## src/rtl/core/wmm_pkg.sv

```systemverilog
// Shared types, character codes and helpers of the wildcard mask matcher.
// Used by the controller, the datapath and the top level.
`timescale 1ns / 1ps
package wmm_pkg;

  localparam logic [7:0] CH_NUL   = 8'h00;
  localparam logic [7:0] CH_STAR  = 8'h2A;
  localparam logic [7:0] CH_QMARK = 8'h3F;
  localparam logic [7:0] CH_BANG  = 8'h21;
  localparam logic [7:0] CH_AT    = 8'h40;

  localparam int unsigned LIMIT_W = 10;
  localparam int unsigned COUNT_W = 11;
  localparam logic [LIMIT_W-1:0] CALL_LIMIT_RST = 10'd512;
  localparam logic [COUNT_W-1:0] COUNT_MAX = 11'd2047;

  localparam logic OP_MASK    = 1'b0;
  localparam logic OP_SUBJECT = 1'b1;

  typedef enum logic [1:0] {
    PH_FRESH = 2'd0,
    PH_FILL  = 2'd1,
    PH_DRAIN = 2'd2
  } phase_e;

  // Commands from the controller to the datapath.
  typedef struct packed {
    logic load;
    logic start;
    logic att;
    logic w_inc;
    logic w_inc2;
    logic s_inc;
    logic push;
    logic pop;
    logic set_out;
    logic out_match;
    logic out_tl;
  } cmd_t;

  // Status from the datapath to the controller.
  typedef struct packed {
    logic res_evt;
    logic res_tl;
    logic cnt_over;
    logic m0_zero;
    logic m0_star;
    logic m0_qmark;
    logic m1_bang;
    logic m1_at;
    logic sc_zero;
    logic sc_bang;
    logic sc_at;
    logic ch_eq;
    logic sp_zero;
    logic sp_full;
  } status_t;

  function automatic logic [7:0] to_upper(input logic [7:0] c);
    logic [7:0] r;
    r = c;
    if (c >= 8'h61 && c <= 8'h7A) begin
      r = c - 8'd32;
    end
    return r;
  endfunction

endpackage

```

## src/rtl/core/wmm_ram.sv

```systemverilog
// Generic RAM with one write port and two registered read ports.
// No dependencies.
`timescale 1ns / 1ps
module wmm_ram #(
  parameter int unsigned WIDTH = 8,
  parameter int unsigned DEPTH = 128,
  localparam int unsigned AW = (DEPTH > 1) ? $clog2(DEPTH) : 1
) (
  input  logic             clk_i,
  input  logic             we_i,
  input  logic [AW-1:0]    waddr_i,
  input  logic [WIDTH-1:0] wdata_i,
  input  logic [AW-1:0]    raddr_a_i,
  input  logic [AW-1:0]    raddr_b_i,
  output logic [WIDTH-1:0] rdata_a_o,
  output logic [WIDTH-1:0] rdata_b_o
);

  logic [WIDTH-1:0] mem_q [DEPTH];

  always_ff @(posedge clk_i) begin
    if (we_i) begin
      mem_q[waddr_i] <= wdata_i;
    end
    rdata_a_o <= mem_q[raddr_a_i];
    rdata_b_o <= mem_q[raddr_b_i];
  end

endmodule

```

## src/rtl/core/wmm_dp.sv

```systemverilog
// Datapath of the wildcard mask matcher: string stores, positions, stack, counters.
// Depends on wmm_pkg and wmm_ram.
`timescale 1ns / 1ps
module wmm_dp #(
  parameter int unsigned MAX_LEN = 128
) (
  input  logic                          clk_i,
  input  logic                          rst_ni,
  input  logic                          cfg_we_i,
  input  logic [wmm_pkg::LIMIT_W-1:0]   cfg_wdata_i,
  input  logic                          op_i,
  input  logic [7:0]                    char_i,
  input  logic                          last_i,
  input  wmm_pkg::cmd_t                 cmd_i,
  output wmm_pkg::status_t              st_o,
  output logic                          matched_o,
  output logic                          aborted_o,
  output logic                          too_long_o
);

  localparam int unsigned AW = $clog2(MAX_LEN);
  localparam int unsigned LW = $clog2(MAX_LEN + 1);
  localparam int unsigned PW = $clog2(MAX_LEN + 3);
  localparam logic [LW-1:0] MAXL = LW'(MAX_LEN);

  wmm_pkg::phase_e mph_q, sph_q;
  logic [LW-1:0] mlen_q, slen_q, sp_q;
  logic [1:0]    ovf_q;
  logic [PW-1:0] w_q, s_q;
  logic [wmm_pkg::COUNT_W-1:0] cnt_q;
  logic [wmm_pkg::LIMIT_W-1:0] limit_q;
  logic          abort_q;
  logic          matched_q, aborted_q, too_long_q;

  // Load decode for the item on the input.
  wmm_pkg::phase_e ph_cur, ph_nxt;
  logic [LW-1:0] len_cur, len_eff, len_nxt;
  logic          drain, store_ok, wr_en, ended;
  logic [1:0]    ovf_nxt, flag;

  always_comb begin
    ph_cur   = (op_i == wmm_pkg::OP_SUBJECT) ? sph_q : mph_q;
    len_cur  = (op_i == wmm_pkg::OP_SUBJECT) ? slen_q : mlen_q;
    flag     = (op_i == wmm_pkg::OP_SUBJECT) ? 2'b10 : 2'b01;
    drain    = (ph_cur == wmm_pkg::PH_DRAIN);
    len_eff  = (ph_cur == wmm_pkg::PH_FRESH) ? '0 : len_cur;
    ovf_nxt  = (ph_cur == wmm_pkg::PH_FRESH) ? (ovf_q & ~flag) : ovf_q;
    store_ok = len_eff < MAXL;
    wr_en    = 1'b0;
    ended    = 1'b0;
    len_nxt  = len_eff;
    ph_nxt   = wmm_pkg::PH_FILL;
    if (drain) begin
      ovf_nxt = ovf_q;
      len_nxt = len_cur;
      ph_nxt  = last_i ? wmm_pkg::PH_FRESH : wmm_pkg::PH_DRAIN;
    end else if (char_i == wmm_pkg::CH_NUL) begin
      ph_nxt = last_i ? wmm_pkg::PH_FRESH : wmm_pkg::PH_DRAIN;
      ended  = 1'b1;
    end else begin
      if (store_ok) begin
        wr_en   = 1'b1;
        len_nxt = len_eff + 1'b1;
      end else begin
        ovf_nxt = ovf_nxt | flag;
      end
      if (last_i) begin
        ph_nxt = wmm_pkg::PH_FRESH;
        ended  = 1'b1;
      end
    end
  end

  // Stores and backtrack stack.
  logic [7:0]      m_rd_a, m_rd_b, s_rd;
  logic [2*PW-1:0] stk_rd;
  logic [PW-1:0]   w_p1;

  assign w_p1 = w_q + 1'b1;

  wmm_ram #(.WIDTH(8), .DEPTH(MAX_LEN)) u_mask_ram (
    .clk_i     (clk_i),
    .we_i      (cmd_i.load && wr_en && (op_i == wmm_pkg::OP_MASK)),
    .waddr_i   (len_eff[AW-1:0]),
    .wdata_i   (char_i),
    .raddr_a_i (w_q[AW-1:0]),
    .raddr_b_i (w_p1[AW-1:0]),
    .rdata_a_o (m_rd_a),
    .rdata_b_o (m_rd_b)
  );

  wmm_ram #(.WIDTH(8), .DEPTH(MAX_LEN)) u_subj_ram (
    .clk_i     (clk_i),
    .we_i      (cmd_i.load && wr_en && (op_i == wmm_pkg::OP_SUBJECT)),
    .waddr_i   (len_eff[AW-1:0]),
    .wdata_i   (char_i),
    .raddr_a_i (s_q[AW-1:0]),
    .raddr_b_i (s_q[AW-1:0]),
    .rdata_a_o (s_rd),
    .rdata_b_o ()
  );

  logic [LW-1:0] sp_m1;
  assign sp_m1 = sp_q - 1'b1;

  wmm_ram #(.WIDTH(2 * PW), .DEPTH(MAX_LEN)) u_stack_ram (
    .clk_i     (clk_i),
    .we_i      (cmd_i.push),
    .waddr_i   (sp_q[AW-1:0]),
    .wdata_i   ({w_q, s_q}),
    .raddr_a_i (sp_m1[AW-1:0]),
    .raddr_b_i (sp_m1[AW-1:0]),
    .rdata_a_o (stk_rd),
    .rdata_b_o ()
  );

  // Characters at the current positions; beyond a length they read as zero.
  logic [7:0] m0, m1, sc;
  always_comb begin
    m0 = ({1'b0, w_q} < {1'b0, PW'(mlen_q)}) ? m_rd_a : wmm_pkg::CH_NUL;
    m1 = ({1'b0, w_p1} < {1'b0, PW'(mlen_q)}) ? m_rd_b : wmm_pkg::CH_NUL;
    sc = (s_q < PW'(slen_q)) ? s_rd : wmm_pkg::CH_NUL;
  end

  always_comb begin
    st_o.res_evt  = ended && (op_i == wmm_pkg::OP_SUBJECT);
    st_o.res_tl   = ovf_nxt != 2'b00;
    st_o.cnt_over = cnt_q > {1'b0, limit_q};
    st_o.m0_zero  = m0 == wmm_pkg::CH_NUL;
    st_o.m0_star  = m0 == wmm_pkg::CH_STAR;
    st_o.m0_qmark = m0 == wmm_pkg::CH_QMARK;
    st_o.m1_bang  = m1 == wmm_pkg::CH_BANG;
    st_o.m1_at    = m1 == wmm_pkg::CH_AT;
    st_o.sc_zero  = sc == wmm_pkg::CH_NUL;
    st_o.sc_bang  = sc == wmm_pkg::CH_BANG;
    st_o.sc_at    = sc == wmm_pkg::CH_AT;
    st_o.ch_eq    = wmm_pkg::to_upper(sc) == wmm_pkg::to_upper(m0);
    st_o.sp_zero  = sp_q == '0;
    st_o.sp_full  = sp_q >= MAXL;
  end

  always_ff @(posedge clk_i or negedge rst_ni) begin
    if (!rst_ni) begin
      mph_q   <= wmm_pkg::PH_FRESH;
      sph_q   <= wmm_pkg::PH_FRESH;
      mlen_q  <= '0;
      slen_q  <= '0;
      ovf_q   <= '0;
      cnt_q   <= '0;
      limit_q <= wmm_pkg::CALL_LIMIT_RST;
      abort_q <= 1'b0;
      sp_q    <= '0;
    end else begin
      if (cfg_we_i) begin
        limit_q <= cfg_wdata_i;
      end
      if (cmd_i.load) begin
        ovf_q <= ovf_nxt;
        if (op_i == wmm_pkg::OP_SUBJECT) begin
          sph_q  <= ph_nxt;
          slen_q <= len_nxt;
        end else begin
          mph_q  <= ph_nxt;
          mlen_q <= len_nxt;
        end
      end
      if (cmd_i.start) begin
        cnt_q   <= '0;
        abort_q <= 1'b0;
        sp_q    <= '0;
      end
      if (cmd_i.att) begin
        if (cnt_q > {1'b0, limit_q}) begin
          abort_q <= 1'b1;
        end
        if (cnt_q != wmm_pkg::COUNT_MAX) begin
          cnt_q <= cnt_q + 1'b1;
        end
      end
      if (cmd_i.push) begin
        sp_q <= sp_q + 1'b1;
      end else if (cmd_i.pop) begin
        sp_q <= sp_m1;
      end
    end
  end

  // Positions and result fields carry no reset.
  always_ff @(posedge clk_i) begin
    if (cmd_i.start) begin
      w_q <= '0;
      s_q <= '0;
    end else if (cmd_i.push) begin
      w_q <= w_p1;
      s_q <= s_q + 1'b1;
    end else if (cmd_i.pop) begin
      w_q <= stk_rd[2*PW-1:PW];
      s_q <= stk_rd[PW-1:0] + 1'b1;
    end else begin
      if (cmd_i.w_inc2) begin
        w_q <= w_q + PW'(2);
      end else if (cmd_i.w_inc) begin
        w_q <= w_p1;
      end
      if (cmd_i.s_inc) begin
        s_q <= s_q + 1'b1;
      end
    end
    if (cmd_i.set_out) begin
      matched_q  <= cmd_i.out_match;
      aborted_q  <= abort_q && !cmd_i.out_tl;
      too_long_q <= cmd_i.out_tl;
    end
  end

  assign matched_o  = matched_q;
  assign aborted_o  = aborted_q;
  assign too_long_o = too_long_q;

endmodule

```

## config.mk

```make
export PLATFORM = sky130hd
export DESIGN_NAME = wmm_dp
export DESIGN_NICKNAME = d
export VERILOG_FILES = /design/src/rtl/core/wmm_pkg.sv /design/src/rtl/core/wmm_ram.sv /design/src/rtl/core/wmm_dp.sv
export SDC_FILE = /design/constraint.sdc
export NUM_CORES = 2
export LEC_CHECK = 0
export BUFFER_PORTS_ARGS = -buffer_cell sky130_fd_sc_hd__buf_2
export CAP_MARGIN = 20
export CORE_UTILIZATION = 40
export CTS_BUF_LIST = sky130_fd_sc_hd__clkbuf_2 sky130_fd_sc_hd__clkbuf_4 sky130_fd_sc_hd__clkbuf_8
export CTS_CLUSTER_SIZE = 12
export DETAILED_ROUTE_END_ITERATION = 8
export GPL_TIMING_DRIVEN = 0
export PLACE_DENSITY = 0.54
export SYNTH_ARGS = -nofsm -noshare
export SYNTH_HDL_FRONTEND = slang
export SYNTH_SLANG_ARGS = --single-unit
```

## constraint.sdc

```tcl
create_clock -name clk_i -period 7.1 [get_ports clk_i]
set_input_delay 0.71 -clock clk_i [delete_from_list [all_inputs] [get_ports clk_i]]
set_output_delay 0.71 -clock clk_i [all_outputs]
set_load 0.005 [all_outputs]
```

# ---- Word-level counts from Yosys, hierarchy flattened
# Memory sizes are Yosys's and may differ from the RTL's. A register that Yosys moved wholly into a read port is not among the register bits.
# Index checks and enable logic that the tools add are counted.
# W data, S select, Z words.
dict set report classes {
  n_addsub 10
  n_reduce_logical 19
  muxes 48
  eq_ne 9
  n_lt_le_gt_ge 10
  n_bitwise 4
}
# cell count
set ops {}
lappend ops {{$mux W8} 20}
lappend ops {{$add A8 B1 Y8 const B} 5}
lappend ops {{$mux W11} 3}
lappend ops {{$eq A8 B6 Y1 const B} 4}
lappend ops {{$logic_not A8 Y1} 4}
lappend ops {{$lt A8 B8 Y1} 3}
lappend ops {{$mux W2} 9}
lappend ops {{$eq A8 B7 Y1 const B} 2}
lappend ops {{$ge A8 B7 Y1 const B} 2}
lappend ops {{$le A8 B7 Y1 const B} 2}
lappend ops {{$mux W1} 16}
lappend ops {{$sub A8 B6 Y8 const B} 2}
lappend ops {{$add A11 B1 Y11 const B} 1}
lappend ops {{$gt A11 B10 Y1} 1}
lappend ops {{$ne A11 B11 Y1 const B} 1}
lappend ops {{$add A8 B2 Y8 const B} 1}
lappend ops {{$eq A8 B8 Y1} 1}
lappend ops {{$ge A8 B8 Y1 const B} 1}
lappend ops {{$lt A8 B8 Y1 const B} 1}
lappend ops {{$sub A8 B1 Y8 const B} 1}
lappend ops {{$logic_and A1 B1 Y1} 7}
lappend ops {{$reduce_bool A3 Y1} 2}
lappend ops {{$reduce_and A2 Y1} 2}
lappend ops {{$reduce_bool A4 Y1} 1}
lappend ops {{other kinds (8)} 8}
dict set report word_totals {
  word_cells 117
  memories 3
  mem_bits_rw 4096
  reg_bits 71
}
# name depth word_bits read_ports rd_clocked_by_memory_dff wr line_no
set mem_list {}
lappend mem_list {u_stack_ram.mem_q 128 16 1 1 1 wmm_ram.sv:19} ;# logic [WIDTH-1:0] mem_q [DEPTH];
lappend mem_list {u_mask_ram.mem_q 128 8 2 2 1 wmm_ram.sv:19}
lappend mem_list {u_subj_ram.mem_q 128 8 1 1 1 wmm_ram.sv:19}

# ---- Depth between registers and ports, before layout
dict set report depth {
  ltp_word 11
  depth_mapped 15
  ltp_nobuf 13
}

# ---- Hierarchy
# From an unflattened synthesis, not the netlist that was laid out.
dict set report unflattened {
  hier_cells 8745
  hier_area_um2 195879.1
}
# module n_inst cells_per_inst area_per_inst_um2
set modules_own_cells {}
lappend modules_own_cells {{wmm_ram (u_mask_ram ...)} 2 2063 47848.4}
lappend modules_own_cells {{wmm_ram (u_stack_ram)} 1 3941 94795.9}
lappend modules_own_cells {wmm_dp 1 678 5386.4}

# ---- Worst setup path before layout
# No wires, ideal clock.
dict set report synth_timing {
  kind {reg-to-output}
  startpoint {reg w_q[1]}
  endpoint {out st_o[6] (netlist bit)}
  path_stages_with_launch 12
  t_required_ns 6.390
  path_buffers 1
  path_slack_ns 1.869
  arrival_time_ns 4.521
  path_cell_list {dfxtp_1 > ha_1 > nand3_1 > xor2_2 > clkinv_1 > clkbuf_1 > ha_1 > o21ai_0 > a21oi_1 > o211ai_1 > nand3_1 > nor4b_1}
}
# item line_no
set synth_lines {}
lappend synth_lines {{start, declared} wmm_dp.sv:29} ;# logic [PW-1:0] w_q, s_q;
lappend synth_lines {{start signal, assigned} wmm_dp.sv:194} ;# w_q <= w_p1;
lappend synth_lines {{start signal, assigned} wmm_dp.sv:197} ;# w_q <= stk_rd[2*PW-1:PW];
lappend synth_lines {{start signal, assigned} wmm_dp.sv:201} ;# w_q <= w_q + PW'(2);
lappend synth_lines {{end, declared} wmm_dp.sv:15} ;# output wmm_pkg::status_t st_o,

==> flow_summary.ini <==
[layout]
finalNetCount = 9025
num-fill-cells = 35600
syn_to_final_growth_pct = 14.9
layout.cells.non_filler = 15200
drive_gt1_frac = 0.343

[cts]
htree_levels = 6
cts.path.max_buffers = 4
cts.sinks = 4207
cts_root_buf = clkbuf_8
cts-buffers-inserted = 700
cts_tree = done
clk_pin_slew_worst_paths_ns = 0.06
clock_latency_ns = 1.28

[detailed_routing]
routed_wl_microns = 555000
vias_per_cell = 6.04
vias = 91800
drt_iter0_drc = 11700
drt-wirelength-per-cell_microns = 36.5
dr.pass1.iters = 6
final_antenna_net_count = 0
drc = 0

[synthesis]
yosys-top-cells-count = edfxtp_1, mux4_2, nor2_1
synth_area_per_cell_sq_um = 21.5
synth_enable_flop_cells = 4099
syn_nets = 8016
ys_ff_latch = 4207
yosysWarnings = 0
syn_area_sq_um = 171000
async_reset_ff_frac = 0.0124
yosysTopAreaCell = edfxtp_1
synth_most_common_cell = edfxtp_1
ys_top_cells_by_area = edfxtp_1, mux4_2, nor2_1
synthCells = 7941
synth_flop_cell = edfxtp_1
yosys.area.top_type_share = 0.719
synth_cell_types = 77
yosysSeqAreaShare = 0.734

[sta]
timing.slew.headroom = 0.147
hold_viol = 0
setup_ws_ns = 0.0520
fin_worst_skew_ns = 0.102
slew_violations = 0
timing.hold.ws_ns = 0.129
finalCriticalPeriod_ns = 7.05
fmax_ghz = 0.142
tightest_slew_ns = 1.28
rsz0062_at_grt = no
finalSetupViolCount = 0
finalCritPeriodShare = 0.993

[worst_setup_path]
path_class = reg -> out
cp_cell_sequence = buf_12, ha_1, xnor2_1, inv_2, buf_2, clkbuf_1, ha_1, o21a_1, o21ai_0, a21oi_1, o211ai_1, nand3_1, nor4b_1, buf_2, buf_2
critical_path_depth = 15
slowest_stage = dfxtp_4
reg2regPathDepth = 12
worstPathRequired_ns = 6.39
cp.arrival_ns = 6.34
reg2reg_from = sp_q[0]
rr_endpoint = u_stack_ram.rdata_a_o[9]
end_kind = output pin
path_max_fanout = 43
regToRegSetupSlack_ns = 0.75
path_delay_family = buffers and inverters
start_kind = flop
cpPeakStageDelay_ns = 0.74
path_buf_inv = 6
crit_path_frequent_cell = buf_2
cp-endpoint = st_o[6]
crit_start = w_q[1]

[global_routing]
antenna_found_initial = 38
grt_max_degree = 145
grt_overflow_total = 0
grt_pass1_wl_microns = 757000
track_usage = 0.254
grt_pass1_vias = 92300

[place]
pre_cts_ws_ns = 0.395
post-place-cells = 13900
io_buffers = 47
hpwl_microns = 384000
gp_congestion = 0.987

[floorplanning]
die_area_sq_um = 430000
ios = 51
dieHeight_microns = 656
fp-row-count = 239
dieWidth_microns = 656
initial_utilization = 0.403
core-area_sq_um = 425000

[hold_path]
hp-class = in -> async

[power]
p_total_mw = 65.7
peakVddDrop_v = 0.000227
power_density_nw_per_um2 = 334
leakagePower_nw = 61.1

[run]
cap_violations = 0

[outcome]
status = completed
power by group:
part	leakage, nW	switching (mW)	internal [mW]
logic	15.5	10.0	6.04
registers	38.4	0.520	28.0
clock network	7.16	9.90	11.2
total	61.1	20.5	45.2
stage by stage:
stage,util,instance area [sq um],TNS (ns)
global route,0.463,197000,0
floorplan,-,171000,0
finish,0.463,197000,0
global placement,0.420,178000,-1745.65
CTS,0.463,196000,0
detailed placement,0.430,183000,0
worst min-delay path by stage:
stage               slack, ns  cells after the start        end      start
detailed placement       0.48                      2  mlen_q[4]  mlen_q[4]
finish                   0.13                      2  slen_q[6]     rst_ni
global route             0.12                      2  mlen_q[6]     rst_ni
global placement         0.47                      2  mlen_q[4]  mlen_q[4]
floorplan                0.41                      0    abort_q     rst_ni
CTS                      0.01                      2  slen_q[5]     rst_ni
metal layers:
metal	GRT usage	routed length (microns)	share of wire
met1	0.337	214000	0.39
met5	0	101	0.00018
met2	0.411	266000	0.48
met4	0.113	28400	0.051
met3	0.0482	46800	0.084
state kept, by name, summed over array words and instances, names as in the netlist, 2 cells and up:
register / flops
w_q: 8
u_subj_ram.rdata_a_o: 8
u_mask_ram.mem_q: 1024
u_subj_ram.mem_q: 1024
cnt_q: 11
limit_q: 10
s_q: 8
sp_q: 8
u_mask_ram.rdata_b_o: 8
mlen_q: 8
u_stack_ram.mem_q: 2048
sph_q: 2
slen_q: 8
mph_q: 2
u_stack_ram.rdata_a_o: 16
u_mask_ram.rdata_a_o: 8
ovf_q: 2
cell usage in the layout (no fill, tap or decap), types with 14 or more instances in the layout:
cell and n:
edfxtp_1 4099, mux4_2 1490, clkbuf_8 722, nor2_1 354, nand2_1 303, clkbuf_4 238, buf_2 226, clkbuf_1 210
clkinv_1 170, buf_8 153, mux2i_1 131, nor2_2 130, o21ai_0 105, o22ai_1 104, nand3_1 95, clkinv_2 68
buf_4 52, a21oi_1 51, dfrtp_1 51, ha_1 41, dfxtp_1 40, inv_1 39, diode_2 38, dlygate4sd3_1 37
buf_16 37, nand4_1 35, buf_1 33, nor4_1 31, a22oi_1 25, nor3_1 25, a211oi_1 24, nor2b_1 23
a31oi_1 22, buf_6 19, xnor2_1 18, dfxtp_4 16, and3_1 14, o221ai_1 14, bufinv_16 14
cell type report:
| cell class | instances | area [sq um] | share of cell area |
|---|---|---|---|
| Sequential cell | 4207 | 126000 | 0.639 |
| Multi-Input combinational cell | 3205 | 43600 | 0.221 |
| Clock buffer | 959 | 11700 | 0.0595 |
| Tap cell | 5663 | 7090 | 0.0360 |
| Timing Repair Buffer | 309 | 4400 | 0.0224 |
| Buffer | 485 | 2270 | 0.0115 |
| Clock inverter | 285 | 1810 | 0.00918 |
| Inverter | 42 | 159 | 0.000808 |
| Antenna cell | 38 | 95.1 | 0.000484 |
repair_timing:
action | CTS | global route
hold endpoints to repair | 469 | 0
pin swaps | 1 | 0
gates cloned | 0 | 0
gates resized for setup | 6 | 0
buffers inserted | 1 | 0
hold buffers | 37 | 0
endpoints found under the setup margin | 2 | 1
cells by family (layout without fill, tap and decap cells):
family          count (synthesis)  in the layout  share of synthesized area
fa+ha+maj                      41             41                    0.00300
buf+inv                       529           2080                     0.0141
other cells                     0             38                          0
flops                        4207           4207                      0.734
compound gates                434            434                     0.0164
xor+xnor                       31             31                    0.00163
simple gates                 1072           1072                     0.0271
mux                          1627           1627                      0.204
Note: power is estimated with default switching activity, not from simulation.
