**src/rtl/core/wmm_pkg.sv**
```systemverilog
// Shared types, character codes and helpers of the wildcard mask matcher.
// Used by the controller, the datapath and the top level.
`timescale 1ns / 1ps
package wmm_pkg;

  localparam logic [7:0] CH_NUL   = 8'h00;
  localparam logic [7:0] CH_STAR  = 8'h2A;
  localparam logic [7:0] CH_QMARK = 8'h3F;
  localparam logic [7:0] CH_BANG  = 8'h21;
  localparam logic [7:0] CH_AT    = 8'h40;

  localparam int unsigned LIMIT_W = 10;
  localparam int unsigned COUNT_W = 11;
  localparam logic [LIMIT_W-1:0] CALL_LIMIT_RST = 10'd512;
  localparam logic [COUNT_W-1:0] COUNT_MAX = 11'd2047;

  localparam logic OP_MASK    = 1'b0;
  localparam logic OP_SUBJECT = 1'b1;

  typedef enum logic [1:0] {
    PH_FRESH = 2'd0,
    PH_FILL  = 2'd1,
    PH_DRAIN = 2'd2
  } phase_e;

  // Commands from the controller to the datapath.
  typedef struct packed {
    logic load;
    logic start;
    logic att;
    logic w_inc;
    logic w_inc2;
    logic s_inc;
    logic push;
    logic pop;
    logic set_out;
    logic out_match;
    logic out_tl;
  } cmd_t;

  // Status from the datapath to the controller.
  typedef struct packed {
    logic res_evt;
    logic res_tl;
    logic cnt_over;
    logic m0_zero;
    logic m0_star;
    logic m0_qmark;
    logic m1_bang;
    logic m1_at;
    logic sc_zero;
    logic sc_bang;
    logic sc_at;
    logic ch_eq;
    logic sp_zero;
    logic sp_full;
  } status_t;

  function automatic logic [7:0] to_upper(input logic [7:0] c);
    logic [7:0] r;
    r = c;
    if (c >= 8'h61 && c <= 8'h7A) begin
      r = c - 8'd32;
    end
    return r;
  endfunction

endpackage

```
**src/rtl/core/wmm_ctrl.sv**
```systemverilog
// Controller of the wildcard mask matcher: sequences loading and the match walk.
// Depends on wmm_pkg for the command and status structs.
`timescale 1ns / 1ps
module wmm_ctrl (
  input  logic             clk_i,
  input  logic             rst_ni,
  input  logic             in_valid_i,
  output logic             in_ready_o,
  output logic             out_valid_o,
  input  logic             out_ready_i,
  input  wmm_pkg::status_t st_i,
  output wmm_pkg::cmd_t    cmd_o
);

  typedef enum logic [3:0] {
    ST_IDLE, ST_FETCH, ST_ATT, ST_BANG, ST_SKIPB, ST_AT, ST_SKIPA,
    ST_LOOP, ST_STARS, ST_QMARK, ST_SCAN, ST_FAIL, ST_POP
  } state_e;

  state_e state_q, state_d, ret_q, ret_d;
  logic   outv_q, outv_d;
  logic   accept;

  assign in_ready_o  = (state_q == ST_IDLE) && (!outv_q || out_ready_i);
  assign out_valid_o = outv_q;
  assign accept      = in_valid_i && in_ready_o;

  always_comb begin
    cmd_o   = '0;
    state_d = state_q;
    ret_d   = ret_q;
    outv_d  = outv_q && !out_ready_i;
    unique case (state_q)
      ST_IDLE: begin
        if (accept) begin
          cmd_o.load = 1'b1;
          if (st_i.res_evt) begin
            if (st_i.res_tl) begin
              cmd_o.set_out = 1'b1;
              cmd_o.out_tl  = 1'b1;
              outv_d        = 1'b1;
            end else begin
              cmd_o.start = 1'b1;
              state_d     = ST_ATT;
            end
          end
        end
      end
      ST_FETCH: state_d = ret_q;
      ST_ATT: begin
        cmd_o.att = 1'b1;
        if (st_i.cnt_over) begin
          state_d = ST_FAIL;
        end else begin
          state_d = ST_FETCH;
          ret_d   = ST_BANG;
        end
      end
      ST_BANG: begin
        if (st_i.m0_star && st_i.m1_bang) begin
          cmd_o.w_inc2 = 1'b1;
          state_d      = ST_FETCH;
          ret_d        = ST_SKIPB;
        end else begin
          state_d = ST_AT;
        end
      end
      ST_SKIPB: begin
        if (st_i.sc_zero) begin
          state_d = ST_FAIL;
        end else begin
          cmd_o.s_inc = 1'b1;
          state_d     = ST_FETCH;
          ret_d       = st_i.sc_bang ? ST_AT : ST_SKIPB;
        end
      end
      ST_AT: begin
        if (st_i.m0_star && st_i.m1_at) begin
          cmd_o.w_inc2 = 1'b1;
          state_d      = ST_FETCH;
          ret_d        = ST_SKIPA;
        end else begin
          state_d = ST_LOOP;
        end
      end
      ST_SKIPA: begin
        if (st_i.sc_zero) begin
          state_d = ST_FAIL;
        end else begin
          cmd_o.s_inc = 1'b1;
          state_d     = ST_FETCH;
          ret_d       = st_i.sc_at ? ST_LOOP : ST_SKIPA;
        end
      end
      ST_LOOP: begin
        if (st_i.m0_zero) begin
          if (st_i.sc_zero) begin
            cmd_o.set_out   = 1'b1;
            cmd_o.out_match = 1'b1;
            outv_d          = 1'b1;
            state_d         = ST_IDLE;
          end else begin
            state_d = ST_FAIL;
          end
        end else if (st_i.m0_star) begin
          cmd_o.w_inc = 1'b1;
          state_d     = ST_FETCH;
          ret_d       = ST_STARS;
        end else if (st_i.sc_zero || (!st_i.m0_qmark && !st_i.ch_eq)) begin
          state_d = ST_FAIL;
        end else begin
          cmd_o.w_inc = 1'b1;
          cmd_o.s_inc = 1'b1;
          state_d     = ST_FETCH;
          ret_d       = ST_LOOP;
        end
      end
      ST_STARS: begin
        if (st_i.m0_star) begin
          cmd_o.w_inc = 1'b1;
          state_d     = ST_FETCH;
          ret_d       = ST_STARS;
        end else begin
          state_d = ST_QMARK;
        end
      end
      ST_QMARK: begin
        if (st_i.m0_qmark && !st_i.sc_zero) begin
          cmd_o.w_inc = 1'b1;
          cmd_o.s_inc = 1'b1;
          state_d     = ST_FETCH;
          ret_d       = ST_QMARK;
        end else if (st_i.m0_zero) begin
          cmd_o.set_out   = 1'b1;
          cmd_o.out_match = 1'b1;
          outv_d          = 1'b1;
          state_d         = ST_IDLE;
        end else if (st_i.m0_star) begin
          state_d = ST_LOOP;
        end else begin
          state_d = ST_SCAN;
        end
      end
      ST_SCAN: begin
        if (st_i.sc_zero) begin
          state_d = ST_FAIL;
        end else if (!st_i.ch_eq || st_i.sp_full) begin
          cmd_o.s_inc = 1'b1;
          state_d     = ST_FETCH;
          ret_d       = ST_SCAN;
        end else begin
          // Candidate found: save it and start a nested attempt past it.
          cmd_o.push = 1'b1;
          state_d    = ST_ATT;
        end
      end
      ST_FAIL: begin
        if (st_i.sp_zero) begin
          cmd_o.set_out = 1'b1;
          outv_d        = 1'b1;
          state_d       = ST_IDLE;
        end else begin
          state_d = ST_POP;
        end
      end
      ST_POP: begin
        cmd_o.pop = 1'b1;
        state_d   = ST_FETCH;
        ret_d     = ST_SCAN;
      end
      default: state_d = ST_IDLE;
    endcase
  end

  always_ff @(posedge clk_i or negedge rst_ni) begin
    if (!rst_ni) begin
      state_q <= ST_IDLE;
      ret_q   <= ST_IDLE;
      outv_q  <= 1'b0;
    end else begin
      state_q <= state_d;
      ret_q   <= ret_d;
      outv_q  <= outv_d;
    end
  end

endmodule

```
**config.mk**
```make
export PLATFORM = sky130hd
export DESIGN_NAME = wmm_ctrl
export DESIGN_NICKNAME = d
export VERILOG_FILES = /design/src/rtl/core/wmm_pkg.sv /design/src/rtl/core/wmm_ctrl.sv
export SDC_FILE = /design/constraint.sdc
export NUM_CORES = 1
export LEC_CHECK = 0
export BUFFER_PORTS_ARGS = -buffer_cell sky130_fd_sc_hd__buf_4
export CELL_PAD_IN_SITES_DETAIL_PLACEMENT = 1
export CELL_PAD_IN_SITES_GLOBAL_PLACEMENT = 2
export CORE_MARGIN = 8
export CORE_UTILIZATION = 25
export CTS_CLUSTER_DIAMETER = 80
export CTS_CLUSTER_SIZE = 30
export DETAILED_ROUTE_END_ITERATION = 8
export PLACE_DENSITY = 0.78
export SLEW_MARGIN = 0
export SYNTH_ARGS = -nofsm -noshare
export SYNTH_HDL_FRONTEND = slang
export SYNTH_SLANG_ARGS = --single-unit
export TNS_END_PERCENT = 5
```
**constraint.sdc**
```tcl
create_clock -name clk_i -period 1.9 [get_ports clk_i]
set_clock_uncertainty 0.2 [all_clocks]
set_input_delay 0.285 -clock clk_i [delete_from_list [all_inputs] [get_ports clk_i]]
set_output_delay 0.285 -clock clk_i [all_outputs]
set_load 0.02 [all_outputs]
```
# Word-level counts from Yosys, hierarchy flattened
# Cells that the tools add are included.
totals:
  inputBits: 18
  elab_cells: 126
  ff_bits: 9
  out_inout_bits: 13
classes:
  n_mux: 77
  reduce_logical: 20
  eq_ne: 26
ops:
  columns: ["cell", "n"]
  rows:
  - ["4-bit 2-to-1 mux", 27]
  - ["4-bit one-hot mux with 12 select lines", 1]
  - ["4-bit one-hot mux with 10 select lines", 1]
  - ["1-bit 2-to-1 mux", 32]
  - ["2-bit inequality test, second input constant", 13]
  - ["4-bit == test, second input constant", 5]
  - ["4-bit by 3-bit == test with 1-bit output, second input constant", 4]
  - ["2-bit 2-to-1 mux", 8]
  - ["1-bit one-hot mux with 4 select lines", 3]
  - ["12-bit AND reduction", 1]
  - ["10-bit nonzero test", 1]
  - ["4-bit by 2-bit == test with 1-bit output, second input constant", 2]
  - ["1-bit logical AND", 7]
  - ["3-bit 2-to-1 mux", 2]
  - ["1-bit zero test", 5]
  - ["4-bit by 1-bit == test with 1-bit output, second input constant", 1]
  - ["4-bit zero test", 1]
  - ["1-bit one-hot mux with 2 select lines", 2]
  - ["1-bit logical OR", 3]
  - ["3-bit inequality test, second input constant", 1]
  - ["1-bit one-hot mux with 3 select lines", 1]
  - ["3-bit AND reduction", 1]
  - ["2-bit OR reduction", 1]

# Depth between registers and ports, before layout
# Gate-level depths: netlist (run 1).
logic_depth:
  ltp_word: 7
  mapped_depth: 8

# Least setup slack after synthesis (run 1)
# OpenSTA, ideal clock, no wires.
synth_timing:
  kind: "reg2out"
  start: "register state_q[0]"
  end: "output cmd_o[2] (netlist bit)"
  t_arrival_ns: 1.760
  stages_incl_launch_ff: 7
  path_buffers: 2
  slack_ns: -0.345
  cell_sequence: "dfrtp_1 > buf_6 > and2_0 > clkbuf_1 > nand3_1 > a21boi_1 > a311o_1"
synth_lines:
  columns: ["item", "line", "text"]
  rows:
  - ["start, declared", "wmm_ctrl.sv:20", "state_e state_q, state_d, ret_q, ret_d;"]
  - ["start signal, assigned", "wmm_ctrl.sv:181", "state_q <= state_d;"]
  - ["end, declared", "wmm_ctrl.sv:12", "output wmm_pkg::cmd_t cmd_o"]

# Worst setup path in the final report (run 1)
layout_timing:
  start: "register state_q[3]"
  end: "register ret_q[0]"
layout_between:
  elab_chain_cells: 3
  word_cells_on_any_way: 24
  cone_classes: "eq/ne: 21; mux: 1; reduce/logical: 2"
layout_rtl:
  columns: ["item", "line", "text"]
  rows:
  - ["4-bit == test (tied with other cells)", "wmm_ctrl.sv:33", "unique case (state_q)"]
  - ["10-bit nonzero test (no source line) (tied with other cells)", null, null]
  - ["12-bit AND reduction (no source line)", null, null]
  - ["end signal, assigned", "wmm_ctrl.sv:182", "ret_q <= ret_d;"]
  - ["end, declared", "wmm_ctrl.sv:20", null]
# Parallel ways exist; a longest one is shown, timed or not.
# A chain may end at the register's enable or synchronous reset.

==> results.ini, run 1 <==
[timing]
slew-limit-headroom = 0.733
worst_pin_slew_ns = 0.391
finalWorstSetupSlack_ns = -0.338
rsz0062_at_grt = true
final_period_minus_worst_setup_slack_ns = 2.24
final-max-slew-violation-count = 0
final_hold_viol_count = 0
timing.final.crit_share = 1.18
setup-violations-final = 15
timing.fmax_ghz = 0.447
hold_ws_ns = 0.151
setup_total_negative_slack_ns = -3.07

[clock_network]
cts_sinks = 9
max-clock-path-buffers = 2
cts.htree.levels = 1
clk_transition_reported_paths_ns = 0.05
clk_root_buffer_cell = sky130_fd_sc_hd__clkbuf_8
cts_buffers = 3
clock_tree_from_tritoncts = yes
worstSkewPairLatency_ns = 0.24

[run]
max_cap_viol_count = 0

[synthesis]
synth_warnings = 0
cell_type_contributing_the_most_total_cell_area_after_synthesis = sky130_fd_sc_hd__dfrtp_1
netlist.area_leader.share = 0.225
synth-seq-cells = 9
synth-seq-area-share = 0.225
yosysUniqueCellTypes = 45
synth_enable_flop_cells = 0
synth_async_sr_flop_share = 1.00
synth.cell_area_um2 = 1000
post_synthesis_cells = 129
synth_top_cells_by_area = sky130_fd_sc_hd__dfrtp_1 (22%), sky130_fd_sc_hd__mux2_4 (6.0%), sky130_fd_sc_hd__buf_6 (4.5%)
yosys_most_used_dff = sky130_fd_sc_hd__dfrtp_1
postSynthAreaPerCell_um2 = 7.77
synth.most_common_cell = sky130_fd_sc_hd__nor2_1
synth.cells.most_frequent = sky130_fd_sc_hd__nor2_1 (10), sky130_fd_sc_hd__dfrtp_1 (9), sky130_fd_sc_hd__nand2_1 (9)
postSynthNetCount = 147

[route]
initialDrtViolationCount = 57
finalWirelength_mm = 4.57
num_vias = 1310
post-route-drc-count = 0
via_per_inst = 5.37
drt-wirelength-per-cell_um = 18.7
drt_pre_antenna_iters = 4
antenna_violating_nets_post_route = 0

[finish]
fillcell_total = 490
finalNonFillerCells = 244
area_growth_pct = 70.0
final_layout_size_suffix_gt1_frac = 0.515
multi_input_comb_area_um2 = 748
antennaDiodeCount = 0
sequential_cell_area_um2 = 228
nNetsFinal = 213
final_core_utilization = 0.432

[power]
vdd.ir_drop.worst_mv = 0.522
power_density_nw_per_um2 = 1450
static-leakage-power_uw = 0.000795

[placement]
hpwlAfterDp_mm = 3.49
gp_congestion = 0.888
placed_cells = 232
portBuffers = 30

[floorplan]
placeableCoreArea_um2 = 3940
floorplan.die.width_um = 79.3
floorplan.rows = 23
start_util = 0.254
fp.dieArea_um2 = 6290
boundaryPins = 31
die_height_um = 79.3

[outcome]
failing_checks = setup timing
run_status = finished, violations left

[global_route]
grt.total_usage = 0.151
grt_overflow_total = 0
grt_max_degree = 14
antenna_violations_before_repair = 0
first_global_vias = 1438
first_pass_grt_wire_length_mm = 7.55

[setup_path]
maximum_net_fanout_on_the_critical_path = 8
cp.required_ns = 1.82
worstSetupEndpointType = flop
ff2ff_setup_slack_ns = -0.34
worstSetupStartpointType = flop
class_of_the_most_critical_setup_path = flop to flop
cp_data_arrival_time_ns = 2.16

[min_path]
worst_hold_path_type = primary input to flop

registers in the layout, summed over array words and instances (netlist names):
name	flops
out_valid_o	1
state_q	4
ret_q	4
path summary, 6_finish.rpt:
kind	startpoint	endpoint	depth (start not counted)
setup / recovery	state_q[3]	ret_q[0]	6
hold / removal	out_ready_i	out_valid_o	3
min in group asynchronous	rst_ni	ret_q[2]	2
setup reg to reg	state_q[3]	ret_q[0]	6
max in group asynchronous	rst_ni	state_q[2]	2
hold reg to reg	ret_q[0]	ret_q[0]	1
per-layer routing:
layer	global-route usage	vias to the layer above	wire (um)
li1	-	612	-
met1	0.187	655	2080
met2	0.261	36	2200
met3	0.0384	7	250
met4	0.0222	0	38
met5	0	-	0
final cells by class:
class,instances,area share
multi-input cells,101,0.439
inverters,6,0.0147
clock buffers,4,0.0264
repair buffers,74,0.349
well taps,50,0.0367
flip-flops and latches,9,0.134
cell families (layout without fill, tap and decap cells):
kind of cell           Yosys count  count (layout)  share of synthesized area
AO/OA/AOI/OAI                   42              42                      0.306
AND/OR/NAND/NOR                 52              52                      0.273
multiplexers                     7               7                     0.0899
buffers and inverters           19              84                      0.106
flip-flops                       9               9                      0.225
power breakdown:
| part | switching, uW | total [uW] | internal [uW] |
|---|---|---|---|
| combinational | 917 | 1870 | 954 |
| clock | 81.6 | 228 | 147 |
| sequential | 78.2 | 365 | 287 |
| total | 1080 | 2460 | 1390 |
layout by cell type, fill, tap and decap left out, types with 3 or more instances in the layout:
| cell | instances |
|---|---|
| sky130_fd_sc_hd__buf_4 | 63 |
| sky130_fd_sc_hd__buf_6 | 10 |
| sky130_fd_sc_hd__nor2_1 | 8 |
| sky130_fd_sc_hd__nand2_1 | 8 |
| sky130_fd_sc_hd__dfrtp_1 | 7 |
| sky130_fd_sc_hd__inv_1 | 5 |
| sky130_fd_sc_hd__nor2b_1 | 5 |
| sky130_fd_sc_hd__o211ai_1 | 5 |
| sky130_fd_sc_hd__o22ai_1 | 5 |
| sky130_fd_sc_hd__nand2b_1 | 4 |
| sky130_fd_sc_hd__o21ai_0 | 4 |
| sky130_fd_sc_hd__mux2_4 | 4 |
| sky130_fd_sc_hd__a21oi_1 | 4 |
| sky130_fd_sc_hd__nor3_1 | 3 |
| sky130_fd_sc_hd__nand3_2 | 3 |
| sky130_fd_sc_hd__nand3_1 | 3 |
| sky130_fd_sc_hd__a31oi_1 | 3 |
| sky130_fd_sc_hd__mux2i_1 | 3 |
| sky130_fd_sc_hd__clkbuf_8 | 3 |
timing repair:
action	in CTS	in global routing
gates resized for setup	27	7
endpoints found under the hold margin	9	0
pin swaps	6	2
hold buffers	1	0
setup buffers	6	1
setup endpoints to repair	20	19
critical path: stages, from the launching register on:
cell                      delay (ns)
sky130_fd_sc_hd__dfrtp_2        0.47
sky130_fd_sc_hd__buf_4          0.16
sky130_fd_sc_hd__mux2_4         0.29
sky130_fd_sc_hd__a32oi_2        0.21
sky130_fd_sc_hd__o22ai_1        0.10
sky130_fd_sc_hd__or3_4          0.38
sky130_fd_sc_hd__mux2_4         0.31
through the flow:
| stage | instance area (um2) | setup slack, ns | total power [uW] |
|---|---|---|---|
| after floorplan | 1010 | -0.215 | 1350 |
| after global placement | 1480 | -0.305 | 1900 |
| after detailed placement | 1480 | -0.386 | 1950 |
| after CTS | 1670 | -0.278 | 2400 |
| after global routing | 1700 | -0.391 | 2630 |
| final | 1700 | -0.338 | 2460 |
Note: power is estimated with default switching activity, not from simulation.
==> run 2, diff against run 1 <==
==> constraint.sdc (replaced) <==
create_clock -name clk_i -period 1.9 [get_ports clk_i]
set_clock_uncertainty 0.2 [all_clocks]
set_input_delay 0.19 -clock clk_i [delete_from_list [all_inputs] [get_ports clk_i]]
set_output_delay 0.19 -clock clk_i [all_outputs]
set_load 0.02 [all_outputs]
==> run 2 against run 1 <==
  * The flow still finishes with violations (setup timing)
  * Power grew 7.9%
  * Largest cell class unchanged
  * Critical path depth is the same
  * Maximum frequency grew 0.92%
  * Wire length grew 7.1%
  * Count of clock-buffer cells in the layout is the same
  * Non-clock buffer count grew 8
  * Clock power grew 5%
  * Via count grew 2.3%
  * Hold slack lost 0.12 ns
  * Sequential cell count is the same
  * Register-to-register slack gained 0.12 ns
==> results.ini, run 2 (synthesized netlist as in run 1, its figures left out) <==
[global_route]
grt.total_usage = 0.156  ; +0.00497
grt_overflow_total = 0  ; unchanged
first_global_vias = 1595  ; +11%
grt_max_degree = 11  ; -3
first_pass_grt_wire_length_mm = 7.85  ; +4.0%
antenna_violations_before_repair = 0  ; unchanged

[min_path]
worst_hold_path_type = primary input to flop

[finish]
nNetsFinal = 221  ; +3.8%
finalNonFillerCells = 252  ; +3.3%
cell_area_after_layout_um2 = 1770  ; +4.0%
final_core_utilization = 0.450  ; +0.0175
final_common_cell = sky130_fd_sc_hd__buf_4
layout.cells.most_common_list = sky130_fd_sc_hd__buf_4 (68), sky130_fd_sc_hd__buf_6 (13), sky130_fd_sc_hd__nor2_1 (8), sky130_fd_sc_hd__nand2_1 (8), sky130_fd_sc_hd__dfrtp_1 (8)
area_growth_pct = 76.9
antennaDiodeCount = 0  ; unchanged
final_layout_size_suffix_gt1_frac = 0.520  ; +0.00434

[setup_path]
crit_path_frequent_cell = sky130_fd_sc_hd__buf_6
maximum_net_fanout_on_the_critical_path = 4  ; -4
cp_data_arrival_time_ns = 1.83  ; -0.33 ns
slowest_delay_ns = 0.43  ; -0.04 ns
worstSetupEndpointType = output port
cp.required_ns = 1.51  ; -0.31 ns
worstSetupStartpointType = flop
cp_cell_sequence = buf_6 > nor4bb_4 > nand2b_1 > a21boi_2 > a311o_1 > buf_6
class_of_the_most_critical_setup_path = flop to output port
slowest_stage = sky130_fd_sc_hd__dfrtp_1

[timing]
timing.final.crit_share = 1.17  ; -0.0108
rsz0062_at_grt = true
slew-limit-headroom = 0.722  ; -0.0111
setup-violations-final = 17  ; +2
final-max-slew-violation-count = 0  ; unchanged
timing.fmax_ghz = 0.451  ; +0.92%
finalWorstSetupSlack_ns = -0.318  ; +0.0204 ns
worst_pin_slew_ns = 0.407  ; +0.0162 ns
final_hold_viol_count = 0  ; unchanged
final_period_minus_worst_setup_slack_ns = 2.22  ; -0.0204 ns

[route]
post-route-drc-count = 0  ; unchanged
num_vias = 1340  ; +2.3%
finalWirelength_mm = 4.89  ; +7.1%
initialDrtViolationCount = 86  ; +51%
antenna_violating_nets_post_route = 0  ; unchanged
via_per_inst = 5.32  ; -0.96%
drt-wirelength-per-cell_um = 19.4  ; +3.7%
drt_pre_antenna_iters = 4  ; unchanged

[floorplan]
placeableCoreArea_um2 = 3940  ; unchanged
floorplan.die.width_um = 79.3  ; unchanged
start_util = 0.254  ; unchanged
die_height_um = 79.3  ; unchanged
boundaryPins = 31  ; unchanged
fp.dieArea_um2 = 6290  ; unchanged
floorplan.rows = 23  ; unchanged

[clock_network]
clock_tree_from_tritoncts = yes
clk_transition_reported_paths_ns = 0.05  ; about the same
cts_buffers = 3  ; unchanged
cts.htree.levels = 1  ; unchanged
cts_sinks = 9  ; unchanged
worstSkewPairLatency_ns = 0.24  ; about the same
clk_root_buffer_cell = sky130_fd_sc_hd__clkbuf_8
max-clock-path-buffers = 2  ; unchanged

[power]
power_frac_comb = 0.770  ; +0.011
post-layout-total-power_uw = 2660  ; +7.9%
seq_pwr_share = 0.140  ; -0.008
clock_power_share = 0.090  ; -0.003
power_density_nw_per_um2 = 1500  ; +3.7%
static-leakage-power_uw = 0.000841  ; +5.8%
vdd.ir_drop.worst_mv = 0.541  ; +3.7%
total_switching_power_uw = 1170  ; +8.4%
p_int_uw = 1490  ; +7.5%
p_sw_frac = 0.439  ; +0.00193

[placement]
placement.cell_area_um2 = 1550  ; +4.4%
placed_cells = 241  ; +3.9%
portBuffers = 30  ; unchanged
hpwlAfterDp_mm = 3.83  ; +9.7%
gp_congestion = 0.861  ; -3.1%

[run]
max_cap_viol_count = 0  ; unchanged

[outcome]
run_status = finished, violations left
failing_checks = setup timing

==> run 2: metrics by stage <==
stage	TNS [ns]	hold WS, ns	worst slack (ns)
floorplan	-1.07	-0.306	-0.215
global placement	-1.38	-0.174	-0.239
detailed placement	-2.16	-0.168	-0.310
CTS	-2.14	0.0360	-0.264
global route	-4.26	0.0674	-0.404
finish	-2.85	0.0354	-0.318
==> run 2: power groups by stage <==
| stage | clock, uW | sequential, uW | combinational [uW] |
|---|---|---|---|
| detailed placement | 0 | 362 | 1760 |
| CTS | 240 | 366 | 1930 |
| floorplan | 0 | 329 | 1020 |
| finish | 240 | 372 | 2050 |
| global route | 256 | 384 | 2180 |
| global placement | 0 | 356 | 1700 |
==> run 2: worst paths after layout <==
kind                            slack, ns  cells after the start         from          end
worst min-delay path                 0.04                      3  out_ready_i  out_valid_o
worst max-delay path                -0.32                      6   state_q[2]     cmd_o[2]
worst min register to register       0.32                      1     ret_q[3]     ret_q[3]
min in group asynchronous            0.12                      2       rst_ni  out_valid_o
max in group asynchronous            1.21                      2       rst_ni   state_q[3]
worst max register to register      -0.22                      6   state_q[1]     ret_q[0]
==> run 2: worst max-delay path: cells and delay by family, from the launching register on <==
kind | cells | cell delay (ns)
DFF | 1 | 0.43
buffers and inverters | 2 | 0.29
AOI/OAI and AO/OA | 2 | 0.39
and+or+nand+nor | 2 | 0.47
==> run 2: routing by layer <==
layer  share of wire  up-vias  track usage
met1            0.43      653        0.175
met2            0.49       49        0.269
met5               0        -            0
met3           0.067        8       0.0519
met4           0.015        0       0.0574
li1                -      630            -
==> run 2: cell type report <==
| class | count | area [um2] |
|---|---|---|
| clock buffer | 4 | 45.0 |
| fill | 479 | 2170 |
| inverter | 6 | 22.5 |
| multi-input combinational | 101 | 749 |
| sequential | 9 | 226 |
| tap | 50 | 62.6 |
| timing repair buffer | 82 | 667 |
==> run 2: what timing repair did <==
item,4_1_cts,5_1_grt
gates cloned,0,0
hold buffers,1,0
setup endpoints to repair,18,18
gates resized for setup,21,12
setup buffers,4,2
hold endpoints to repair,9,0
pin swaps,5,5
==> run 3, diff against run 2 <==
- SKIP_LAST_GASP: default -> 1
==> run 3 against run 2 <==
  * Via count down 0.67%
  * Hold slack worse by 0.0019 ns
  * Register-to-register slack worse by 0.02 ns
  * Non-clock buffer count unchanged
  * The flow still finishes with violations (setup timing)
  * Worst setup slack worse by 0.0027 ns
  * Maximum frequency down 0.12%
  * Core utilization down 1.7 points
==> results.ini, run 3 (synthesized netlist as in run 1, its figures left out) <==
[outcome]
run_status = finished, violations left
failing_checks = setup timing

[global_route]
grt.total_usage = 0.155  ; -0.000933
grt_max_degree = 11  ; unchanged
grt.met3_usage = 0.0519  ; unchanged
globalRouteMet2Util = 0.265  ; -0.00329
grt_busiest_layer = met2
grt_overflow_total = 0  ; unchanged
first_global_vias = 1581  ; -0.88%
gr-usage-met1 = 0.178  ; +0.00329
first_pass_grt_wire_length_mm = 7.83  ; -0.27%
antenna_violations_before_repair = 0  ; unchanged

[route]
antenna_violating_nets_post_route = 0  ; unchanged
drt_pre_antenna_iters = 4  ; unchanged
initialDrtViolationCount = 80  ; -7.0%
num_vias = 1331  ; -0.67%
via_per_inst = 5.28  ; -0.67%
drt-wirelength-per-cell_um = 19.1  ; -1.8%
post-route-drc-count = 0  ; unchanged
finalWirelength_mm = 4.80  ; -1.8%

[finish]
final_common_cell = sky130_fd_sc_hd__buf_4
finalNonFillerCells = 252  ; unchanged
area_growth_pct = 70.2
layout.cells.most_common_list = sky130_fd_sc_hd__buf_4 (77), sky130_fd_sc_hd__nand2_1 (9), sky130_fd_sc_hd__nor2_1 (8), sky130_fd_sc_hd__dfrtp_1 (8)
nNetsFinal = 221  ; unchanged
final_layout_size_suffix_gt1_frac = 0.490  ; -0.0297
antennaDiodeCount = 0  ; unchanged
sequential_cell_area_um2 = 226  ; unchanged
fillcell_total = 478  ; -0.21%
multi_input_comb_area_um2 = 716  ; -4.5%

[setup_path]
slowest_stage = sky130_fd_sc_hd__dfrtp_1
ff2ff_setup_slack_ns = -0.24  ; -0.02 ns
worstSetupStartpointType = flop
class_of_the_most_critical_setup_path = flop to output port
crit_path_frequent_cell = sky130_fd_sc_hd__buf_6
cp_cell_sequence = buf_6 > nor4bb_4 > nand2b_1 > a21boi_2 > a311o_1 > buf_6
slowest_delay_ns = 0.44  ; about the same
maximum_net_fanout_on_the_critical_path = 4  ; unchanged
crit-reg2reg-launch = state_q[1]
worst_r2r_endpoint = ret_q[0]
cp_data_arrival_time_ns = 1.83  ; about the same
worstSetupEndpointType = output port
r2r_cells = 6  ; unchanged
cp.required_ns = 1.51  ; about the same

[clock_network]
cts.htree.levels = 1  ; unchanged
cts_sinks = 9  ; unchanged
max-clock-path-buffers = 2  ; unchanged
cts_buffers = 3  ; unchanged
clock_tree_from_tritoncts = yes
worstSkewPairLatency_ns = 0.24  ; about the same
clk_root_buffer_cell = sky130_fd_sc_hd__clkbuf_8
clk_transition_reported_paths_ns = 0.05  ; about the same

[floorplan]
floorplan.die.width_um = 79.3  ; unchanged
fp.dieArea_um2 = 6290  ; unchanged
placeableCoreArea_um2 = 3940  ; unchanged
start_util = 0.254  ; unchanged
floorplan.rows = 23  ; unchanged
boundaryPins = 31  ; unchanged
die_height_um = 79.3  ; unchanged

[min_path]
worst_hold_path_type = primary input to flop
hold-path-cell-count = 3  ; unchanged
min_delay_worst_endpoint = out_valid_o
min-delay-start = out_ready_i

[timing]
final_hold_viol_count = 0  ; unchanged
rsz0062_at_grt = true
timing.final.crit_share = 1.17  ; +0.00142
hold_ws_ns = 0.0336  ; -0.00188 ns
worst_pin_slew_ns = 0.380  ; -0.0267 ns
final_period_minus_worst_setup_slack_ns = 2.22  ; +0.00270 ns
finalWorstSetupSlack_ns = -0.321  ; -0.00270 ns
timing.fmax_ghz = 0.450  ; -0.12%
setup-violations-final = 17  ; unchanged
slew-limit-headroom = 0.740  ; +0.0183
final-max-slew-violation-count = 0  ; unchanged

[placement]
portBuffers = 30  ; unchanged
gp_congestion = 0.861  ; unchanged
place_ws_ns = -0.310  ; unchanged
hpwlAfterDp_mm = 3.83  ; unchanged
placed_cells = 241  ; unchanged

[run]
max_cap_viol_count = 0  ; unchanged

[power]
static-leakage-power_uw = 0.000815  ; -3.1%
post-layout-total-power_uw = 2570  ; -3.5%
power_density_nw_per_um2 = 1500  ; +0.28%
vdd.ir_drop.worst_mv = 0.567  ; +4.8%

-- run 3: what timing repair did --
action                                 4_1_cts  5_1_grt
gates resized for setup                     14        1
buffers inserted                             4        2
cloned                                       0        0
endpoints found under the hold margin        9        0
setup endpoints to repair                   18       18
hold buffers                                 1        0
pin swaps                                    4        3
-- run 3: report_power, final --
part / total (uW) / internal [uW] / switching [uW]
Combinational: 1960 / 1010 / 945
Clock: 239 / 148 / 91.2
Sequential: 371 / 285 / 86.4
-- run 3: per-layer routing --
| metal | part of all wire | routed length [um] | up-vias |
|---|---|---|---|
| met3 | 0.062 | 300 | 4 |
| met5 | 0 | 0 | - |
| met1 | 0.44 | 2120 | 654 |
| met4 | 0.0071 | 34 | 0 |
| met2 | 0.49 | 2350 | 43 |
| li1 | - | - | 630 |
-- run 3: final cells by class --
| cell class | instances | area share |
|---|---|---|
| sequential | 9 | 0.133 |
| clock buffer | 4 | 0.0264 |
| timing repair buffer | 82 | 0.371 |
| inverter | 6 | 0.0132 |
| tap | 50 | 0.0367 |
| multi-input combinational | 101 | 0.420 |
-- run 3: worst max-delay path by stage --
stage | startpoint | end | cells past startpoint
6_report | state_q[2] | cmd_o[2] | 6
5_1_grt | state_q[2] | cmd_o[2] | 6
3_3_place_gp | state_q[3] | ret_q[2] | 6
2_1_floorplan | state_q[0] | ret_q[0] | 8
4_1_cts | state_q[1] | cmd_o[2] | 6
3_5_place_dp | state_q[3] | ret_q[0] | 6
-- run 3: metrics by stage --
| step | TNS (ns) | area (um2) | utilization |
|---|---|---|---|
| 3_3_place_gp | -1.38 | 1550 | 0.393 |
| 2_1_floorplan | -1.07 | 1010 | - |
| 5_1_grt | -4.81 | 1710 | 0.433 |
| 6_report | -3.34 | 1710 | 0.433 |
| 4_1_cts | -2.44 | 1690 | 0.427 |
| 3_5_place_dp | -2.16 | 1550 | 0.393 |
-- run 3: worst max-delay path, delay by kind of cell (launching register included) --
family | cells | cell delay, ns
AND/OR/NAND/NOR | 2 | 0.47
flip-flops | 1 | 0.44
AO/OA/AOI/OAI | 2 | 0.39
buffers and inverters | 2 | 0.29
